### config.mk
export PLATFORM = sky130hd
export DESIGN_NAME = dstof_scale
export DESIGN_NICKNAME = d
export VERILOG_FILES = /design/src/hw/rtl/dstof_pkg.sv /design/src/hw/rtl/dstof_scale.sv
export SDC_FILE = /design/constraint.sdc
export NUM_CORES = 2
export LEC_CHECK = 0
export ABC_AREA = 1
export ABC_CLOCK_PERIOD_IN_PS = 10800
export BUFFER_PORTS_ARGS = -buffer_cell sky130_fd_sc_hd__buf_4
export CORE_MARGIN = 1.5
export CORE_UTILIZATION = 30
export DETAILED_ROUTE_END_ITERATION = 12
export PLACE_DENSITY = 0.54
export SETUP_SLACK_MARGIN = 0.5
export SLEW_MARGIN = 20
export SYNTH_ARGS = -nofsm -noshare
export SYNTH_HDL_FRONTEND = slang
export SYNTH_SLANG_ARGS = --single-unit
### constraint.sdc
create_clock -name clk -period 10.8 [get_ports clk]
set_input_delay 0.54 -clock clk [delete_from_list [all_inputs] [get_ports clk]]
set_output_delay 0.54 -clock clk [all_outputs]
set_load 0.02 [all_outputs]
### src/hw/rtl/dstof_pkg.sv
// shared constants and types for the two-way ranging time-of-flight core
package dstof_pkg;

	localparam int PEER_W         = 8;
	localparam int FLIGHT_W       = 48;
	localparam int DIST_W         = 32;
	localparam int SCALE_W        = 20;
	localparam int SCALE_FRAC     = 16;
	localparam int STAMP_BITS_DEF = 40;
	localparam int FRAC_BITS_DEF  = 8;
	localparam int ADDR_W         = 3;
	localparam int DATA_W         = 32;

	localparam logic [SCALE_W-1:0] SCALE_RESET = 20'd307388;

	// register index codes, taken from paddr[2]
	localparam logic REG_MM_PER_TICK = 1'b0;

	typedef struct packed {
		logic              valid;
		logic              bad;
		logic              neg;
		logic [PEER_W-1:0] peer;
	} ctl_t;

endpackage

### src/hw/rtl/dstof_scale.sv
// saturation of the flight time, scaling to millimetres and output register
module dstof_scale #(
	parameter int FRAC_BITS = dstof_pkg::FRAC_BITS_DEF
) (
	input  logic                            clk,
	input  logic                            arst_n,
	input  logic                            adv,
	input  dstof_pkg::ctl_t                 ctl_in,
	input  logic                            ovf_in,
	input  logic [dstof_pkg::FLIGHT_W-1:0]  quo_in,
	input  logic [dstof_pkg::SCALE_W-1:0]   scale,
	output logic                            out_valid,
	output logic                            range_valid,
	output logic [dstof_pkg::PEER_W-1:0]    peer_out,
	output logic [dstof_pkg::FLIGHT_W-1:0]  flight,
	output logic [dstof_pkg::DIST_W-1:0]    dist_mm
);
	import dstof_pkg::*;

	localparam int PRW = FLIGHT_W + SCALE_W;
	localparam logic [FLIGHT_W-1:0] POS_LIM = {1'b0, {(FLIGHT_W-1){1'b1}}};
	localparam logic [FLIGHT_W-1:0] NEG_LIM = {1'b1, {(FLIGHT_W-1){1'b0}}};
	localparam logic [PRW-1:0] DPOS_LIM = PRW'({1'b0, {(DIST_W-1){1'b1}}});
	localparam logic [PRW-1:0] DNEG_LIM = PRW'({1'b1, {(DIST_W-1){1'b0}}});

	ctl_t ctl_sa, ctl_sb;
	logic [FLIGHT_W-1:0] lim, mag_c, mag_sa, flight_sa, flight_sb;
	logic [PRW-1:0] prod_sb, dmag;
	logic [DIST_W-1:0] dclip;

	assign lim   = ctl_in.neg ? NEG_LIM : POS_LIM;
	assign mag_c = ctl_in.bad ? '0 :
	               (ovf_in || (quo_in > lim)) ? lim : quo_in;

	always_ff @(posedge clk or negedge arst_n) begin
		if (!arst_n) begin
			ctl_sa <= '0;
			ctl_sb <= '0;
		end else if (adv) begin
			ctl_sa <= ctl_in;
			ctl_sb <= ctl_sa;
		end
	end

	always_ff @(posedge clk) begin
		if (adv) begin
			mag_sa    <= mag_c;
			flight_sa <= ctl_in.neg ? (FLIGHT_W'(0) - mag_c) : mag_c;
			prod_sb   <= PRW'(mag_sa) * PRW'(scale);
			flight_sb <= flight_sa;
		end
	end

	assign dmag  = prod_sb >> (FRAC_BITS + SCALE_FRAC);
	assign dclip = ctl_sb.neg ? ((dmag > DNEG_LIM) ? DNEG_LIM[DIST_W-1:0] : dmag[DIST_W-1:0])
	                          : ((dmag > DPOS_LIM) ? DPOS_LIM[DIST_W-1:0] : dmag[DIST_W-1:0]);

	always_ff @(posedge clk or negedge arst_n) begin
		if (!arst_n) begin
			out_valid <= 1'b0;
		end else if (adv) begin
			out_valid <= ctl_sb.valid;
		end
	end

	always_ff @(posedge clk) begin
		if (adv) begin
			range_valid <= !ctl_sb.bad;
			peer_out    <= ctl_sb.peer;
			flight      <= flight_sb;
			dist_mm     <= ctl_sb.neg ? (DIST_W'(0) - dclip) : dclip;
		end
	end

endmodule
After elaboration in Yosys (flattened, before gate mapping)
Index checks and enable logic that the tools add are counted.
- register bits after elaboration: 324
- output and inout bits: 90
- word-level logic and storage cells: 33
- $add $sub $neg: 2
- multiply operators: 1
- order comparisons: 3
- mux-type cells: 8
- reduce and logical (&&, ||, !) cells: 2
- operators with widths (operator ; count):
    2-to-1 mux 48 bit ; 4
    2-to-1 mux 32 bit ; 4
    multiplier 48 x 20 -> 68 bit ; 1
    greater-than comparator 48 bit ; 1
    subtractor 1 x 48 -> 48 bit, first input constant ; 1
    greater-than comparator 44 x 31 -> 1 bit, second input constant ; 1
    greater-than comparator 44 x 32 -> 1 bit, second input constant ; 1
    subtractor 1 x 32 -> 32 bit, first input constant ; 1
    logical NOT 1 bit ; 1
    logical OR 1 bit ; 1

Depth between registers and ports, before layout
- depth after elaboration: 7
- depth in mapped cells: 31

Worst setup path after synthesis
No wires, ideal clock.
- path kind: input -> register
- start: in scale[5] in the netlist's numbering
- end: reg prod_sb[52] (data pin)
- setup time: 259 ps
- data arrival time: 6573 ps
- required time: 10541 ps
- setup slack: 3968 ps
- stages: 27
- buffers on the path: 2
- cell sequence: clkbuf_1 -> buf_1 -> nand2_1 -> fa_1 -> inv_1 -> fa_1 -> inv_1 -> fa_1 -> inv_1 -> fa_1 -> fa_1 -> fa_1 -> inv_1 -> fa_1 -> inv_1 -> ha_1 -> nand2_1 -> nor2_1 -> inv_1 -> nor2_1 -> inv_1 -> o31ai_1 -> a21oi_1 -> o21ai_0 -> nand3_1 -> nand2_1 -> xor2_1
- word-level cells in the longest chain between the ends: 1
- RTL lines (what ; RTL line ; RTL):
    start, declared ; dstof_scale.sv:11 ; input logic [dstof_pkg::SCALE_W-1:0] scale,
    multiplier 48 x 20 -> 68 bit ; dstof_scale.sv:49 ; prod_sb <= PRW'(mag_sa) * PRW'(scale);
    end signal, assigned ; dstof_scale.sv:49 ;
    end, declared ; dstof_scale.sv:28 ; logic [PRW-1:0] prod_sb, dmag;
No other way between the ends.
A chain may end at the register's enable or synchronous reset.

Worst setup path after layout
- start: reg mag_sa[12]
- end: reg prod_sb[52] (data pin)
- word-level cells in the longest chain between the ends: 1
- RTL lines (what ; RTL line ; RTL):
    start, declared ; dstof_scale.sv:27 ; logic [FLIGHT_W-1:0] lim, mag_c, mag_sa, flight_sa, flight_sb;
    start signal, assigned ; dstof_scale.sv:47 ; mag_sa <= mag_c;
    multiplier 48 x 20 -> 68 bit ; dstof_scale.sv:49 ;
No other way between the ends.

==> impl_metrics.yaml <==
run_status:
  status: "finished clean"
yosys:
  syn-num-nets: 6422
  ys_seq_elements: 299
  synth.avg_cell_area_um2: 8.41
  seq_area_frac_synth_pct: 19.9
  synth.top_cell.area_share_pct: 37.0
  ys_warn_count: 0
  yosys.area.top_type: "fa_1"
  yosys_most_used_dff: "edfxtp_1"
  syn-cell-area_um2: 44500
  async_flop_share_pct: 7.69
  synth_edf_count: 276
  netlist_instances: 5290
  synthTopCellsByArea: "fa_1 (37%), edfxtp_1 (19%), nand2_1 (12%)"
  synth_cell_types: 54
routing:
  firstDrtPassIters: 5
  via_per_inst: 4.68
  drt_iter0_drc: 2512
  wl_um: 132000
  drcViolationCount: 0
  drtAntennaViolNets: 0
  dr_total_vias: 34000
  post_drt_wl_per_cell_um: 18.1
clock_network:
  path_clk_slew_ns: 0.06
  post_cts_buffers: 0
  numCtsBuffers: 37
  post_cts_resized: 0
  cts.htree.levels: 2
  cts_tree: "yes"
  clk_latency_ns: 0.60
  root_buffer: "clkbuf_16"
  clkSinkCount: 299
  ctsLongestPathBuffers: 3
setup_path:
  crit_required_ns: 11.13
  r2r-end: "prod_sb[52]"
  slowest_delay_ns: 1.10
  crit_path_end_kind: "register"
  critPathArrivalTime_ns: 7.99
  crit_family: "adder cells"
  reg2reg_slack_ns: 3.14
  r2r.worst_path.cells: 23
  startpoint_type: "register"
  critPathMaxFanout: 20
  crit_top_cell: "fa_1"
  path_depth: 23
  slowest_stage: "edfxtp_1"
  path_buf_inv: 5
  crit_path_end: "prod_sb[52]"
  cp_cell_sequence: "nand2_1, fa_1, inv_1, fa_1, inv_1, fa_1, inv_1, fa_1, fa_1, inv_1, fa_1, inv_1, fa_1, ha_1, nand2_1, nor2_1, nand2_1, o31ai_1, a21oi_1, o21ai_0, nand3_1, nand2_1, xor2_1"
  r2r_start: "mag_sa[12]"
  startpoint: "mag_sa[12]"
  criticalPathCategory: "register to register"
finish:
  multi_input_area_um2: 29500
  stdcell_count: 7268
  syn2layout_area_growth_pct: 9.81
  nNetsFinal: 6439
  final_common_cell: "nand2_1"
  layout-drive-gt1-share_pct: 6.02
  final_cell_mix: "nand2_1 (1464), inv_1 (1375), fa_1 (823)"
  regArea_um2: 8860
  fill_cells: 15600
sta:
  tightest_slew_ns: 1.19
  rsz0062_at_grt: "no"
  final_hold_viol_count: 0
  finalCritPeriodShare_pct: 70.9
  clock_skew_ns: 0.0306
  fin_crit_ns: 7.66
  finalSetupTns_ns: 0
  setup_violations: 0
  fmax_mhz: 131
  slew_violations: 0
  relSlewSlack_pct: 20.6
global_route:
  grt-ovfl-total: 0
  grt_pass1_wl_um: 208000
  grt_max_degree: 161
  first_global_vias: 36100
  antenna_found_initial: 2
  grt_util_all_layers_pct: 17.8
die:
  rows: 141
  die_h_um: 388
  start_util_pct: 30.2
  die_w_um: 388
  io_pins: 173
  core-area_um2: 147000
  fp.dieArea_um2: 151000
run:
  maxCapViolations: 0
worst_hold_path:
  min_path_cells: 3
  hold_class: "input pin to register"
  hp-start: "ctl_in[6]"
placement:
  gp_congestion: 0.914
  dp_hpwl_um: 98700
  dp_cells: 7192
  port_buffers: 172
==> final cells by class <==
type,instances,area share (%)
multi-input combinational,3377,60.4
sequential,299,18.1
inverter,1380,10.6
tap,1930,4.94
timing repair buffer,212,3.40
clock buffer,40,1.98
clock inverter,28,0.512
antenna,2,0.0102
==> registers in the layout, indices dropped and copies added (netlist names) <==
name and count:
ctl_sa 11, ctl_sb 11, dist_mm 32, flight 48
flight_sa 47, flight_sb 48, mag_sa 48, out_valid 1
peer_out 8, prod_sb 44, range_valid 1
==> worst min-delay path, stage by stage <==
cell	delay (ns)
buf_4	0.08
nand2_1	0.03
o21ai_0	0.06
==> through the flow <==
stage	util [%]	setup slack, ns	hold WS, ns	cell area (µm²)
after floorplan	-	3.97	0.244	44500
after global placement	32.2	3.17	0.403	47500
after detailed placement	32.2	3.16	0.405	47500
after CTS	33.1	3.15	0.118	48800
after global routing	33.1	2.66	0.145	48800
final	33.1	3.14	0.162	48800
==> metal layers <==
metal | vias up | share of wire, % | global-route usage, % | wire length [µm]
li1 | 15500 | - | - | -
met1 | 17100 | 44 | 24.4 | 58500
met2 | 1174 | 46 | 29.4 | 61100
met3 | 178 | 6.7 | 2.72 | 8800
met4 | 2 | 2.4 | 4.41 | 3180
met5 | - | 0.0099 | 0 | 13
==> cells in the mapped netlist, types with 22 or more instances <==
cell,number
a31oi_1,22
fa_1,823
nand3_1,86
clkbuf_1,186
edfxtp_1,276
nand2_1,1464
ha_1,226
o21ai_0,104
a21oi_1,176
nand4_1,32
inv_1,1375
buf_1,30
dfrtp_1,23
xor2_1,65
nor2_1,230
==> repair_timing <==
item | CTS | global route
hold endpoints to repair | 23 | 0
setup endpoints to repair | 0 | 0
hold buffers | 1 | 0
==> cell families after synthesis <==
logic type                 Yosys count  synth area share [%]
AOI/OAI and AO/OA                  363                  4.50
xor gates and xnor gates            85                  1.67
muxes                                1                0.0253
and+or+nand+nor                   1879                  16.7
adders and majority gates         1049                  43.4
DFF                                299                  19.9
buffers and inverters             1614                  13.8
==> how the worst min path moves through the flow <==
stage / to
6_report: ctl_sa[6]
5_1_grt: ctl_sa[3]
4_1_cts: ctl_sa[6]
3_5_place_dp: flight[26]
3_3_place_gp: flight[29]
2_1_floorplan: ctl_sa[0]
Power is left out: the tool's default activity adds up to more than one toggle a clock period on the data nets, which glitch-free logic cannot reach.
